===== src/sv/assert_macros.svh =====
// ----------------------------------------------------------------------------
// assertion macros
// concurrent assertion forms for the compass supervisor core
// ----------------------------------------------------------------------------
`ifndef ASSERT_MACROS_SVH
`define ASSERT_MACROS_SVH

// property that must hold on every clock edge out of reset
`define CHCS_ASSERT(lbl, clk, rst_n, prop, msg) \
    lbl: assert property (@(posedge clk) disable iff (!rst_n) (prop)) else $error(msg);

// antecedent in one cycle implies consequent in the same cycle
`define CHCS_ASSERT_IMPL(lbl, clk, rst_n, ante, cons, msg) \
    lbl: assert property (@(posedge clk) disable iff (!rst_n) (ante) |-> (cons)) else $error(msg);

`endif


===== src/sv/chcs_pkg.sv =====
// ----------------------------------------------------------------------------
// chcs_pkg
// shared types, constants and helpers of the compass heading supervisor
// ----------------------------------------------------------------------------
package chcs_pkg;

    // default timestamp width
    localparam int TIME_BITS_DEF = 32;

    // heading scale: 1/4096 degree internally
    localparam logic [20:0] FULL_TURN = 21'd1474560;
    localparam logic [20:0] HALF_TURN = 21'd737280;
    localparam logic [20:0] OCT_HALF  = 21'd92160;
    localparam logic [20:0] OCT_STEP  = 21'd184320;
    localparam logic [12:0] RAW_LIMIT = 13'd5760;

    // calibration modes
    localparam logic [1:0] MODE_NORMAL = 2'd0;
    localparam logic [1:0] MODE_AUTO   = 2'd1;
    localparam logic [1:0] MODE_MANUAL = 2'd2;

    // register indexes
    localparam logic [2:0] CFG_START_CAL  = 3'd0;
    localparam logic [2:0] CFG_STABLE_MS  = 3'd1;
    localparam logic [2:0] CFG_WARN_MS    = 3'd2;
    localparam logic [2:0] CFG_CHECK_MS   = 3'd3;
    localparam logic [2:0] CFG_SYS_THR    = 3'd4;
    localparam logic [2:0] CFG_MAG_THR    = 3'd5;
    localparam logic [2:0] CFG_ALPHA      = 3'd6;

    // register reset values
    localparam logic [15:0] STABLE_MS_RST = 16'd3000;
    localparam logic [15:0] WARN_MS_RST   = 16'd5000;
    localparam logic [15:0] CHECK_MS_RST  = 16'd500;
    localparam logic [1:0]  SYS_THR_RST   = 2'd2;
    localparam logic [1:0]  MAG_THR_RST   = 2'd2;
    localparam logic [15:0] ALPHA_RST     = 16'd6554;

    // configuration register set
    typedef struct packed {
        logic [15:0] stable_ms;
        logic [15:0] warn_ms;
        logic [15:0] check_ms;
        logic [1:0]  sys_thr;
        logic [1:0]  mag_thr;
        logic [15:0] alpha;
    } t_cfg;

    // calibration load request from the register port
    typedef struct packed {
        logic load;
        logic calibrated;
    } t_cal_load;

    // per-request control inputs of the supervisor
    typedef struct packed {
        logic [7:0] levels;
        logic       req_manual;
        logic       cancel;
    } t_sup_req;

    // supervisor status towards the result port
    typedef struct packed {
        logic [1:0] mode;
        logic       warn;
        logic       loaded;
        logic       full;
        logic       save;
        logic [7:0] levels;
    } t_sup_status;

    // octant from internal heading, boundaries at 22.5 + k*45 degrees
    function automatic logic [2:0] chcs_octant(input logic [20:0] acc);
        logic [3:0] cnt;
        cnt = 4'd0;
        for (int k = 1; k <= 8; k++) begin
            if (acc >= 21'(k * OCT_STEP - OCT_HALF)) begin
                cnt = cnt + 4'd1;
            end
        end
        return cnt[2:0];
    endfunction

endpackage


===== src/sv/chcs_filter.sv =====
// ----------------------------------------------------------------------------
// chcs_filter
// circular exponential heading filter with wrap at a full turn
// ----------------------------------------------------------------------------
module chcs_filter (
    input  logic        i_clk,
    input  logic        i_rst_n,
    input  logic        i_step,
    input  logic [12:0] i_raw,
    input  logic [15:0] i_alpha,
    output logic [20:0] o_acc
);

    localparam logic signed [21:0] S_FULL = $signed({1'b0, chcs_pkg::FULL_TURN});
    localparam logic signed [21:0] S_HALF = $signed({1'b0, chcs_pkg::HALF_TURN});

    logic        r_seeded;
    logic [20:0] r_acc;
    logic        n_seeded;
    logic [20:0] n_acc;

    logic [20:0]        w_target;
    logic signed [21:0] w_diff;
    logic signed [21:0] w_diff_wrap;
    logic [19:0]        w_mag;
    logic [35:0]        w_prod;
    logic [35:0]        w_round;
    logic [19:0]        w_step_mag;
    logic signed [22:0] w_step;
    logic signed [22:0] w_sum;
    logic signed [22:0] w_sum_wrap;
    logic               w_valid;

    // difference to target, wrapped to half a turn
    always_comb begin
        w_valid  = i_raw < chcs_pkg::RAW_LIMIT;
        w_target = {i_raw, 8'd0};
        w_diff   = $signed({1'b0, w_target}) - $signed({1'b0, r_acc});
        if (w_diff > S_HALF) begin
            w_diff_wrap = w_diff - S_FULL;
        end else if (w_diff < -S_HALF) begin
            w_diff_wrap = w_diff + S_FULL;
        end else begin
            w_diff_wrap = w_diff;
        end
        w_mag = w_diff_wrap[21] ? 20'(-w_diff_wrap) : 20'(w_diff_wrap);
    end

    // scaled step, rounded half away from zero
    always_comb begin
        w_prod     = 36'(w_mag) * 36'(i_alpha);
        w_round    = w_prod + 36'd32768;
        w_step_mag = w_round[36-1:16];
        w_step     = w_diff_wrap[21] ? -$signed({3'b000, w_step_mag})
                                     : $signed({3'b000, w_step_mag});
        w_sum      = $signed({2'b00, r_acc}) + w_step;
        if (w_sum < 23'sd0) begin
            w_sum_wrap = w_sum + $signed({2'b00, chcs_pkg::FULL_TURN});
        end else if (w_sum >= $signed({2'b00, chcs_pkg::FULL_TURN})) begin
            w_sum_wrap = w_sum - $signed({2'b00, chcs_pkg::FULL_TURN});
        end else begin
            w_sum_wrap = w_sum;
        end
    end

    // seed on first valid sample, then track
    always_comb begin
        n_seeded = r_seeded;
        n_acc    = r_acc;
        if (w_valid) begin
            n_seeded = 1'b1;
            n_acc    = r_seeded ? 21'(w_sum_wrap) : w_target;
        end
    end

    always_ff @(posedge i_clk) begin
        if (!i_rst_n) begin
            r_seeded <= 1'b0;
            r_acc    <= 21'd0;
        end else if (i_step) begin
            r_seeded <= n_seeded;
            r_acc    <= n_acc;
        end
    end

    assign o_acc = r_acc;

endmodule


===== src/sv/chcs_supervisor.sv =====
// ----------------------------------------------------------------------------
// chcs_supervisor
// calibration mode machine, level latch, stability timer and warning
// ----------------------------------------------------------------------------
module chcs_supervisor #(
    parameter int TIME_BITS = chcs_pkg::TIME_BITS_DEF
) (
    input  logic                   i_clk,
    input  logic                   i_rst_n,
    input  logic                   i_step,
    input  logic [TIME_BITS-1:0]   i_now,
    input  chcs_pkg::t_sup_req     i_req,
    input  chcs_pkg::t_cfg         i_cfg,
    input  chcs_pkg::t_cal_load    i_cal_load,
    output chcs_pkg::t_sup_status  o_status
);

    logic [1:0]           r_mode;
    logic                 r_loaded;
    logic                 r_seen;
    logic [TIME_BITS-1:0] r_start;
    logic [TIME_BITS-1:0] r_last_check;
    logic [TIME_BITS-1:0] r_last_warn;
    logic                 r_warn;
    logic [7:0]           r_levels;
    logic                 r_save;

    logic [1:0]           n_mode;
    logic                 n_loaded;
    logic                 n_seen;
    logic [TIME_BITS-1:0] n_start;
    logic [TIME_BITS-1:0] n_last_check;
    logic [TIME_BITS-1:0] n_last_warn;
    logic                 n_warn;
    logic [7:0]           n_levels;
    logic                 n_save;

    logic [TIME_BITS-1:0] w_since_check;
    logic [TIME_BITS-1:0] w_since_stable;
    logic [TIME_BITS-1:0] w_since_warn;

    // elapsed times, modulo the timestamp width
    assign w_since_check  = i_now - r_last_check;
    assign w_since_stable = i_now - r_start;
    assign w_since_warn   = i_now - r_last_warn;

    // next state for one request
    always_comb begin
        n_mode       = r_mode;
        n_loaded     = r_loaded;
        n_seen       = r_seen;
        n_start      = r_start;
        n_last_check = r_last_check;
        n_last_warn  = r_last_warn;
        n_warn       = r_warn;
        n_levels     = r_levels;
        n_save       = 1'b0;

        // manual flags, cancel wins
        if (i_req.cancel) begin
            if (r_mode inside {chcs_pkg::MODE_AUTO, chcs_pkg::MODE_MANUAL}) begin
                n_mode = chcs_pkg::MODE_NORMAL;
            end
        end else if (i_req.req_manual && (r_mode != chcs_pkg::MODE_MANUAL)) begin
            n_mode = chcs_pkg::MODE_MANUAL;
            n_seen = 1'b0;
        end

        // periodic level latch and stability timer
        if (w_since_check > TIME_BITS'(i_cfg.check_ms)) begin
            n_last_check = i_now;
            n_levels     = i_req.levels;
            if (n_mode inside {chcs_pkg::MODE_AUTO, chcs_pkg::MODE_MANUAL}) begin
                if (i_req.levels == 8'hFF) begin
                    if (!n_seen) begin
                        n_seen  = 1'b1;
                        n_start = i_now;
                    end else if (w_since_stable >= TIME_BITS'(i_cfg.stable_ms)) begin
                        n_save = 1'b1;
                        if (n_mode == chcs_pkg::MODE_AUTO) begin
                            n_loaded = 1'b1;
                        end
                        n_mode = chcs_pkg::MODE_NORMAL;
                    end
                end else begin
                    n_seen = 1'b0;
                end
            end
        end

        // poor calibration warning in normal mode
        if ((n_mode == chcs_pkg::MODE_NORMAL) &&
            (w_since_warn >= TIME_BITS'(i_cfg.warn_ms))) begin
            n_last_warn = i_now;
            n_warn      = (n_levels[1:0] < i_cfg.sys_thr) ||
                          (n_levels[7:6] < i_cfg.mag_thr);
        end
    end

    // state registers, calibration load from the register port first
    always_ff @(posedge i_clk) begin
        if (!i_rst_n) begin
            r_mode       <= chcs_pkg::MODE_AUTO;
            r_loaded     <= 1'b0;
            r_seen       <= 1'b0;
            r_start      <= '0;
            r_last_check <= '0;
            r_last_warn  <= '0;
            r_warn       <= 1'b0;
            r_levels     <= 8'd0;
            r_save       <= 1'b0;
        end else if (i_cal_load.load) begin
            r_mode   <= i_cal_load.calibrated ? chcs_pkg::MODE_NORMAL : chcs_pkg::MODE_AUTO;
            r_loaded <= i_cal_load.calibrated;
        end else if (i_step) begin
            r_mode       <= n_mode;
            r_loaded     <= n_loaded;
            r_seen       <= n_seen;
            r_start      <= n_start;
            r_last_check <= n_last_check;
            r_last_warn  <= n_last_warn;
            r_warn       <= n_warn;
            r_levels     <= n_levels;
            r_save       <= n_save;
        end
    end

    // status out
    always_comb begin
        o_status.mode   = r_mode;
        o_status.warn   = r_warn;
        o_status.loaded = r_loaded;
        o_status.full   = r_levels == 8'hFF;
        o_status.save   = r_save;
        o_status.levels = r_levels;
    end

endmodule


===== src/sv/compass_heading_calibration_supervisor_core.sv =====
// ----------------------------------------------------------------------------
// compass_heading_calibration_supervisor_core
// heading filter and calibration supervisor, one sensor update per request
// ----------------------------------------------------------------------------
//  channel  | dir | handshake               | payload
//  ---------+-----+-------------------------+-----------------------------------
//  in       | in  | i_in_valid / o_in_ready | heading, time, levels, flags
//  out      | out | o_out_valid/i_out_ready | heading, octant, mode, flags, levels
//  cfg      | in  | i_cfg_valid/o_cfg_ready | i_cfg_index, i_cfg_data
//
//  a request passes through the input register and then the result
//  registers; one request per cycle sustained while the result is taken
//  the filter step (one 20x16 multiply and wrap) sets the cycle path
//  synchronous active-low reset; no clearing pass
//  a stalled result holds and the input register still fills behind it
//  register writes are taken in any cycle, ready is always high
`include "assert_macros.svh"

module compass_heading_calibration_supervisor_core #(
    parameter int TIME_BITS = chcs_pkg::TIME_BITS_DEF
) (
    input  logic        i_clk,
    input  logic        i_rst_n,
    // input channel
    input  logic        i_in_valid,
    output logic        o_in_ready,
    input  logic [12:0] i_heading_raw,
    input  logic [31:0] i_time_ms,
    input  logic [1:0]  i_level_system,
    input  logic [1:0]  i_level_gyro,
    input  logic [1:0]  i_level_accel,
    input  logic [1:0]  i_level_magnet,
    input  logic        i_request_manual,
    input  logic        i_cancel_calibration,
    // result channel
    output logic        o_out_valid,
    input  logic        i_out_ready,
    output logic [12:0] o_heading_filtered,
    output logic [2:0]  o_compass_octant,
    output logic [1:0]  o_calib_mode,
    output logic        o_warning_active,
    output logic        o_calib_loaded,
    output logic        o_fully_calibrated,
    output logic        o_save_pulse,
    output logic [1:0]  o_latched_system,
    output logic [1:0]  o_latched_gyro,
    output logic [1:0]  o_latched_accel,
    output logic [1:0]  o_latched_magnet,
    // register port
    input  logic        i_cfg_valid,
    output logic        o_cfg_ready,
    input  logic [2:0]  i_cfg_index,
    input  logic [15:0] i_cfg_data
);

    // input register
    logic                 r_s1_valid;
    logic [12:0]          r_raw;
    logic [TIME_BITS-1:0] r_time;
    logic [7:0]           r_levels;
    logic                 r_req;
    logic                 r_cancel;
    logic                 r_out_valid;

    // configuration
    chcs_pkg::t_cfg        r_cfg;
    chcs_pkg::t_cal_load   w_cal_load;
    chcs_pkg::t_sup_req    w_sup_req;
    chcs_pkg::t_sup_status w_status;

    logic        w_adv;
    logic        w_step;
    logic        w_cfg_wr;
    logic [20:0] w_acc;

    // flow control
    assign w_adv      = !r_out_valid || i_out_ready;
    assign o_in_ready = !r_s1_valid || w_adv;
    assign w_step     = r_s1_valid && w_adv;
    assign o_cfg_ready = 1'b1;
    assign w_cfg_wr    = i_cfg_valid && o_cfg_ready;

    // input register stage
    always_ff @(posedge i_clk) begin
        if (!i_rst_n) begin
            r_s1_valid <= 1'b0;
        end else if (o_in_ready) begin
            r_s1_valid <= i_in_valid;
        end
    end

    always_ff @(posedge i_clk) begin
        if (i_in_valid && o_in_ready) begin
            r_raw    <= i_heading_raw;
            r_time   <= i_time_ms[TIME_BITS-1:0];
            r_levels <= {i_level_magnet, i_level_accel, i_level_gyro, i_level_system};
            r_req    <= i_request_manual;
            r_cancel <= i_cancel_calibration;
        end
    end

    // result valid
    always_ff @(posedge i_clk) begin
        if (!i_rst_n) begin
            r_out_valid <= 1'b0;
        end else if (w_adv) begin
            r_out_valid <= r_s1_valid;
        end
    end

    // configuration registers
    always_ff @(posedge i_clk) begin
        if (!i_rst_n) begin
            r_cfg.stable_ms <= chcs_pkg::STABLE_MS_RST;
            r_cfg.warn_ms   <= chcs_pkg::WARN_MS_RST;
            r_cfg.check_ms  <= chcs_pkg::CHECK_MS_RST;
            r_cfg.sys_thr   <= chcs_pkg::SYS_THR_RST;
            r_cfg.mag_thr   <= chcs_pkg::MAG_THR_RST;
            r_cfg.alpha     <= chcs_pkg::ALPHA_RST;
        end else if (w_cfg_wr) begin
            case (i_cfg_index)
                chcs_pkg::CFG_STABLE_MS: r_cfg.stable_ms <= i_cfg_data;
                chcs_pkg::CFG_WARN_MS:   r_cfg.warn_ms   <= i_cfg_data;
                chcs_pkg::CFG_CHECK_MS:  r_cfg.check_ms  <= i_cfg_data;
                chcs_pkg::CFG_SYS_THR:   r_cfg.sys_thr   <= i_cfg_data[1:0];
                chcs_pkg::CFG_MAG_THR:   r_cfg.mag_thr   <= i_cfg_data[1:0];
                chcs_pkg::CFG_ALPHA:     r_cfg.alpha     <= i_cfg_data;
                default: ;
            endcase
        end
    end

    // stored calibration flag goes straight to the mode machine
    assign w_cal_load.load       = w_cfg_wr && (i_cfg_index == chcs_pkg::CFG_START_CAL);
    assign w_cal_load.calibrated = i_cfg_data[0];

    assign w_sup_req.levels     = r_levels;
    assign w_sup_req.req_manual = r_req;
    assign w_sup_req.cancel     = r_cancel;

    // heading filter
    chcs_filter u_filter (
        .i_clk   (i_clk),
        .i_rst_n (i_rst_n),
        .i_step  (w_step),
        .i_raw   (r_raw),
        .i_alpha (r_cfg.alpha),
        .o_acc   (w_acc)
    );

    // calibration supervisor
    chcs_supervisor #(
        .TIME_BITS (TIME_BITS)
    ) u_supervisor (
        .i_clk      (i_clk),
        .i_rst_n    (i_rst_n),
        .i_step     (w_step),
        .i_now      (r_time),
        .i_req      (w_sup_req),
        .i_cfg      (r_cfg),
        .i_cal_load (w_cal_load),
        .o_status   (w_status)
    );

    // result fields
    assign o_out_valid        = r_out_valid;
    assign o_heading_filtered = w_acc[20:8];
    assign o_compass_octant   = chcs_pkg::chcs_octant(w_acc);
    assign o_calib_mode       = w_status.mode;
    assign o_warning_active   = w_status.warn;
    assign o_calib_loaded     = w_status.loaded;
    assign o_fully_calibrated = w_status.full;
    assign o_save_pulse       = w_status.save;
    assign o_latched_system   = w_status.levels[1:0];
    assign o_latched_gyro     = w_status.levels[3:2];
    assign o_latched_accel    = w_status.levels[5:4];
    assign o_latched_magnet   = w_status.levels[7:6];

    // checks
    `CHCS_ASSERT(a_acc_in_turn, i_clk, i_rst_n, w_acc < chcs_pkg::FULL_TURN, "heading beyond full turn")
    `CHCS_ASSERT_IMPL(a_save_full, i_clk, i_rst_n, o_save_pulse, o_fully_calibrated, "save without full calibration")
    `CHCS_ASSERT_IMPL(a_stall_held, i_clk, i_rst_n, !o_in_ready, o_out_valid && !i_out_ready, "input stalled without held result")

endmodule

===== config.mk =====
export PLATFORM = sky130hd
export DESIGN_NAME = compass_heading_calibration_supervisor_core
export DESIGN_NICKNAME = d
export VERILOG_FILES = /design/src/sv/chcs_pkg.sv /design/src/sv/chcs_filter.sv /design/src/sv/chcs_supervisor.sv /design/src/sv/compass_heading_calibration_supervisor_core.sv
export VERILOG_INCLUDE_DIRS = /design/src /design/src/sv
export SDC_FILE = /design/constraint.sdc
export NUM_CORES = 2
export LEC_CHECK = 0
export BUFFER_PORTS_ARGS = -buffer_cell sky130_fd_sc_hd__buf_2
export CAP_MARGIN = 30
export CORE_ASPECT_RATIO = 0.7
export CORE_UTILIZATION = 38
export CTS_BUF_LIST = sky130_fd_sc_hd__clkbuf_4
export DETAILED_ROUTE_END_ITERATION = 10
export GPL_TIMING_DRIVEN = 0
export SLEW_MARGIN = 30
export SYNTH_ARGS = -nofsm -noshare
export SYNTH_HDL_FRONTEND = slang
export SYNTH_SLANG_ARGS = --single-unit

===== constraint.sdc =====
create_clock -name i_clk -period 13.15 [get_ports i_clk]
set_clock_uncertainty 0.05 [all_clocks]
set_input_delay 0.6575 -clock i_clk [delete_from_list [all_inputs] [get_ports i_clk]]
set_output_delay 0.6575 -clock i_clk [all_outputs]
set_load 0.02 [all_outputs]

* Yosys cells after proc, flatten, opt, wreduce, memory -nomap -nowiden
Cells that the tools add are included.
** Word-level totals
- Flip-flop bits (word level) :: 257
- Word-level logic and storage cells :: 156
- Input bits :: 79
- Output and inout bits :: 33
** Cells by class
- Reduce and logical (&&, ||, !) cells :: 33
- Equal/unequal tests :: 13
- Order comparisons :: 18
- Multipliers :: 1
- Bitwise operators :: 2
- Multiplexer cells :: 45
- Add/subtract/negate cells :: 19
** Operator list (count)
- $sub 32x32->32 :: 3
- $ge 32x16->1 :: 2
- $ge 21x20->1 const B :: 3
- $mux 21 :: 3
- $mux 22 :: 2
- $ge 21x19->1 const B :: 2
- $ge 21x21->1 const B :: 2
- $add 36x16->36 const B :: 1
- $mul 20x16->36 :: 1
- $gt 32x16->1 :: 1
- $add 22x23->23 :: 1
- $ge 23x22->1 const B :: 1
- $lt 23x1->1 const B :: 1
- $mux 23 :: 1
- $neg 20->23 :: 1
- $add 22x22->22 const B :: 1
- $gt 22x21->1 const B :: 1
- $lt 22x21->1 const B :: 1
- $sub 21x21->22 :: 1
- $sub 22x22->22 const B :: 1
- $add 21x21->21 const B :: 1
- $ge 21x17->1 const B :: 1
- $mux 3 :: 7
- $sub 21x21->21 const B :: 1
- other kinds (27) :: 91

* Logic depth before layout (Yosys ltp)
- Depth in word-level cells :: 16
- Gate-level depth with buffers :: 66
- Mapped depth without buffers :: 62

* By module
A second synthesis with hierarchy kept.
** Second synthesis, totals
- Cell total of the unflattened synthesis :: 4040
- Area total of the unflattened synthesis :: 32767.7 sq um
** Modules (own cells, without submodules)
- chcs_filter :: cells each 2010, instances 1, area an instance 16133.0 sq um, sequential area each 440.4 sq um
- chcs_supervisor :: cells each 1556, instances 1, area an instance 11647.4 sq um, sequential area each 2202.1 sq um
- compass_heading_calibration_supervisor_core :: cells each 474, instances 1, area an instance 4987.3 sq um, sequential area each 3052.9 sq um

* Worst setup path after synthesis
Ideal clock, no wire load.
- Path type :: register to register
- From :: register u_filter.r_acc[0], in the netlist u_filter.o_acc[0]
- To :: register u_filter.r_acc[17], in the netlist u_filter.o_acc[17]
- Library setup time :: 74 ps
- Required time :: 13026 ps
- Period minus slack after synthesis :: 14519 ps
- Path slack :: -1369 ps
- Buffers on the path :: 6
- Cell stages (with the launch flop) :: 61
- Data arrival time :: 14395 ps
- Path through :: dfxtp_1 > clkbuf_1 > inv_1 > ha_1 > nor3b_1 > buf_2 > a41oi_1 > a21oi_1 > nor3_1 > inv_1 > ha_1 > inv_1 > a31oi_1 > o211a_1 > buf_2 > o21ai_1 > clkbuf_1 > nor2_1 > [... 25 more ...] > and2_1 > o21ai_0 > inv_1 > a31oi_1 > nand2b_1 > a21oi_1 > xnor2_1 > or4_1 > or4_1 > o31ai_1 > a31oi_1 > nor2b_1 > or3b_2 > o41ai_1 > or2_1 > or3_1 > a211o_1 > a31oi_1
** On the way
- Word-level cells in the longest chain between the ends :: 15
- Elaborated cells between the ends (all ways) :: 21
- Classes of those cells :: add/sub: 9; mul: 1; order compare: 4; mux: 7
** Ends and longest elaborated chain
- from (decl) :: RTL line chcs_filter.sv:18 : logic [20:0] r_acc;
- from (signal assigned) :: RTL line chcs_filter.sv:82 : r_acc <= n_acc;
- $sub 21x21->22 :: RTL line chcs_filter.sv:38 : w_diff = $signed({1'b0, w_target}) - $signed({1'b0, r_acc});
- $add 22x22->22 or $lt 22x21->1 (tied branches) :: RTL line chcs_filter.sv:42, chcs_filter.sv:41
- $mux 22 :: RTL line chcs_filter.sv:41 : end else if (w_diff < -S_HALF) begin
- $mux 22 :: RTL line chcs_filter.sv:39 : if (w_diff > S_HALF) begin
- $neg 20->20 :: RTL line chcs_filter.sv:46 : w_mag = w_diff_wrap[21] ? 20'(-w_diff_wrap) : 20'(w_diff_wrap);
- $mux 20 :: RTL line chcs_filter.sv:46
- $mul 20x16->36 :: RTL line chcs_filter.sv:51 : w_prod = 36'(w_mag) * 36'(i_alpha);
- $add 36x16->36 :: RTL line chcs_filter.sv:52 : w_round = w_prod + 36'd32768;
- $neg 20->23 :: RTL line chcs_filter.sv:54 : w_step = w_diff_wrap[21] ? -$signed({3'b000, w_step_mag})
- $mux 23 :: RTL line chcs_filter.sv:54
- $add 22x23->23 (*) :: RTL line chcs_filter.sv:56 : w_sum = $signed({2'b00, r_acc}) + w_step;
- $sub 21x21->21 or $ge 23x22->1 (tied branches) :: RTL line chcs_filter.sv:60, chcs_filter.sv:59
- $mux 21 :: RTL line chcs_filter.sv:59 : end else if (w_sum >= $signed({2'b00, chcs_pkg::FULL_TURN})) begin
- $mux 21 (*) :: RTL line chcs_filter.sv:57 : if (w_sum < 23'sd0) begin
- $mux 21 (*) :: RTL line chcs_filter.sv:72 : n_acc = r_seeded ? 21'(w_sum_wrap) : w_target;
Mark *: on every way between the ends. The rest lies on a longest branch, timed or not.
A chain may end at the register's enable or synchronous reset.

* Final worst setup path
Same ends and word-level chain as after synthesis.

==> run metrics <==
Yosys top cell by area fa_1; critical path's slowest cell fa_1; reg2reg path depth 54; Detail Placement HPWL 76100 um; fin crit share 111%; root buffer cell clkbuf_4; post-route setup slack -1.44 ns; met1 wire length 49300 um; std cell rows 86; Clock transition at path regs 0.09 ns; CTS buffer count 70; crit path launch u_filter.o_acc[0]; Worst-Margin Slew 1.10 ns; area share of the largest cell type after synthesis 16.7%; CP Class flop to flop; crit start category flop; GR Util All Layers 23.8%; end of the critical path u_filter.o_acc[17]; first-pass GRT wire length 150000 um; unrepaired setup endpoints after global routing true; remaining global-route overflow 0; Synth area leaders fa_1 (17%), dfxtp_1 (13%), ha_1 (13%), nand2_1 (7.0%), inv_1 (6.4%); Die Ht 239 um; R2R setup slack -1.44 ns; largest fanout on the critical path 10; f_max 0.0685 GHz; Mapped Nets 4414; final core occ 46.9%; DRT Wirelength 98300 um; Design Area, Final 0.0370 mm^2; Initial DRC Count 2517; placed inst area 0.0328 mm^2; top cells by count, synth nand2_1 (564), inv_1 (521), ha_1 (314), fa_1 (253), a21oi_1 (239); violated checks negative setup slack; Top cell by count, worst path fa_1; CP Data Arrival Time 15.24 ns; met2 WL 37800 um; Mapped Avg Cell Area 8.07 um^2; synthesized area 0.0304 mm^2; share of layout cells above drive strength 1 16.6%; nets 4783; # setup viols final 6; WL met3 9700 um; Synth warnings 0; worst hold path type input pin to flop; Die Wd 340 um; Main synth FF type dfxtp_1; crit-path max cell delay 0.60 ns; FF-to-FF End u_filter.o_acc[17]; H-tree levels 3; Wirelength per Cell 18.7 um; Die ar. 0.0812 mm^2; residual DRC count 0; final hold viol count 0; Initial Utilization 38.5%; r2r startpoint u_filter.o_acc[0]; max-cap violation count 0; sequential area share after synthesis 18.7%; initial antenna violation count 6; gpl congestion 0.919; CTS tree yes; count of different cell masters after synthesis 97; PortBufs 110; outcome finished with violations; Seq cells post-synth 257; count leader, synth nand2_1; largest net degree at the start of global routing 34; Clk Latency, worst-skew pair 0.81 ns; required time worst endpoint 13.80 ns; Layout Area Growth over Synthesis 21.8%; Finished Layout Cells 5246; placed cell count 4936; fraction of registers with async set/reset 0%; I/O pin total 112; core area 0.0790 mm^2; Cells after Synth 3768; vias in the first global route 25500; fin. max-slew vios 0; Sink Count 257; Final ANT Viol Nets 0; vias post-DR 27700; max_slew headroom 26.6%; min cycle time layout 14.59 ns; clk buf depth 3; nature of the critical path endpoint flop; top sig layer met5; Pre-Repair DR Iteration Count 7; Post-synth EDFFs 55; drt via density 5.27
final cells by class:
| type | count | area [um^2] |
|---|---|---|
| Timing Repair Buffer | 304 | 2320 |
| Clock inverter | 30 | 183 |
| Sequential cell | 257 | 5730 |
| Fill cell | 7727 | 42000 |
| Multi-Input combinational cell | 2828 | 23900 |
| Tap cell | 1056 | 1320 |
| Buffer | 153 | 866 |
| Inverter | 523 | 1970 |
| Clock buffer | 92 | 691 |
| Antenna cell | 3 | 7.51 |
per-stage QoR:
| step | hold WS [ns] | TNS [ns] | worst slack [ns] |
|---|---|---|---|
| 4_1_cts | 0.00623 | -6.82 | -1.36 |
| 2_1_floorplan | 0.385 | -0.0898 | -0.0898 |
| 6_report | 0.0760 | -7.07 | -1.44 |
| 5_1_grt | 0.0190 | -9.91 | -1.88 |
| 3_5_place_dp | 0.396 | -20.66 | -3.20 |
| 3_3_place_gp | 0.392 | -23.48 | -3.41 |
state kept, by name, summed over array words and instances, names as in the netlist:
| signal | cells |
|---|---|
| r_time | 32 |
| u_supervisor.r_start | 32 |
| r_raw | 13 |
| u_supervisor.r_loaded | 1 |
| u_supervisor.r_last_check | 32 |
| u_supervisor.r_last_warn | 32 |
| u_supervisor.r_levels | 8 |
| r_levels | 8 |
| u_supervisor.r_mode | 2 |
| r_cancel | 1 |
| r_s1_valid | 1 |
| u_filter.o_acc | 21 |
| r_cfg | 68 |
| u_supervisor.r_warn | 1 |
| u_filter.r_seeded | 1 |
| o_out_valid | 1 |
| u_supervisor.r_save | 1 |
| r_req | 1 |
| u_supervisor.r_seen | 1 |
cell families (layout without fill, tap and decap cells):
family	Yosys count	count (layout)	synth area share (%)
AO/OA/AOI/OAI	720	720	15.3
XOR/XNOR	140	140	4.06
flip-flops	257	257	18.7
other	1	4	0.0123
AND/OR/NAND/NOR	1308	1308	20.6
adder cells (fa/ha/maj)	567	567	29.6
multiplexers	92	92	3.07
buffers and inverters	683	1102	8.68
critical path: cells and delay by family, from the launching register on:
| family | cells | cell delay [ns] |
|---|---|---|
| AO/OA/AOI/OAI | 16 | 3.23 |
| XOR/XNOR | 4 | 1.11 |
| flip-flops | 1 | 0.38 |
| AND/OR/NAND/NOR | 20 | 4.87 |
| buffers and inverters | 6 | 0.82 |
| adder cells (fa/ha/maj) | 8 | 4.04 |
cell usage in the layout (no fill, tap or decap), types with 98 or more instances in the layout:
master | netlist | routed
a21oi_1 | 239 | 216
and2_1 | 181 | 174
buf_2 | 14 | 117
buf_4 | 15 | 141
clkbuf_1 | 129 | 99
clkbuf_4 | 0 | 98
dfxtp_1 | 202 | 190
fa_1 | 253 | 238
ha_1 | 314 | 293
inv_1 | 521 | 506
nand2_1 | 564 | 553
nor2_1 | 209 | 198
o21ai_0 | 115 | 103
per-layer routing:
layer  global-route usage, %  vias up
met2                    31.3     1013
met3                    7.48      107
li1                        -    13400
met5                       0        -
met4                    4.12        4
met1                    37.3    13200
how the worst min path moves through the flow:
stage	from	to	slack, ns	cells past startpoint
2_1_floorplan	u_supervisor.r_last_warn[10]	u_supervisor.r_last_warn[10]	0.38	2
3_3_place_gp	u_supervisor.r_last_check[26]	u_supervisor.r_last_check[26]	0.39	2
3_5_place_dp	u_supervisor.r_last_check[13]	u_supervisor.r_last_check[13]	0.40	2
4_1_cts	i_in_valid	r_s1_valid	0.006	3
5_1_grt	i_in_valid	r_s1_valid	0.02	3
6_report	i_in_valid	r_s1_valid	0.08	3
timing repair:
action,in CTS,in global routing
gates resized for setup,190,147
pin swaps,105,90
endpoints found under the hold margin,53,1
hold buffers,53,1
endpoints found under the setup margin,14,7
setup buffers,86,52
Power is not shown: default switching activity piles up to over one toggle a cycle in this logic, so the estimate is an artifact.
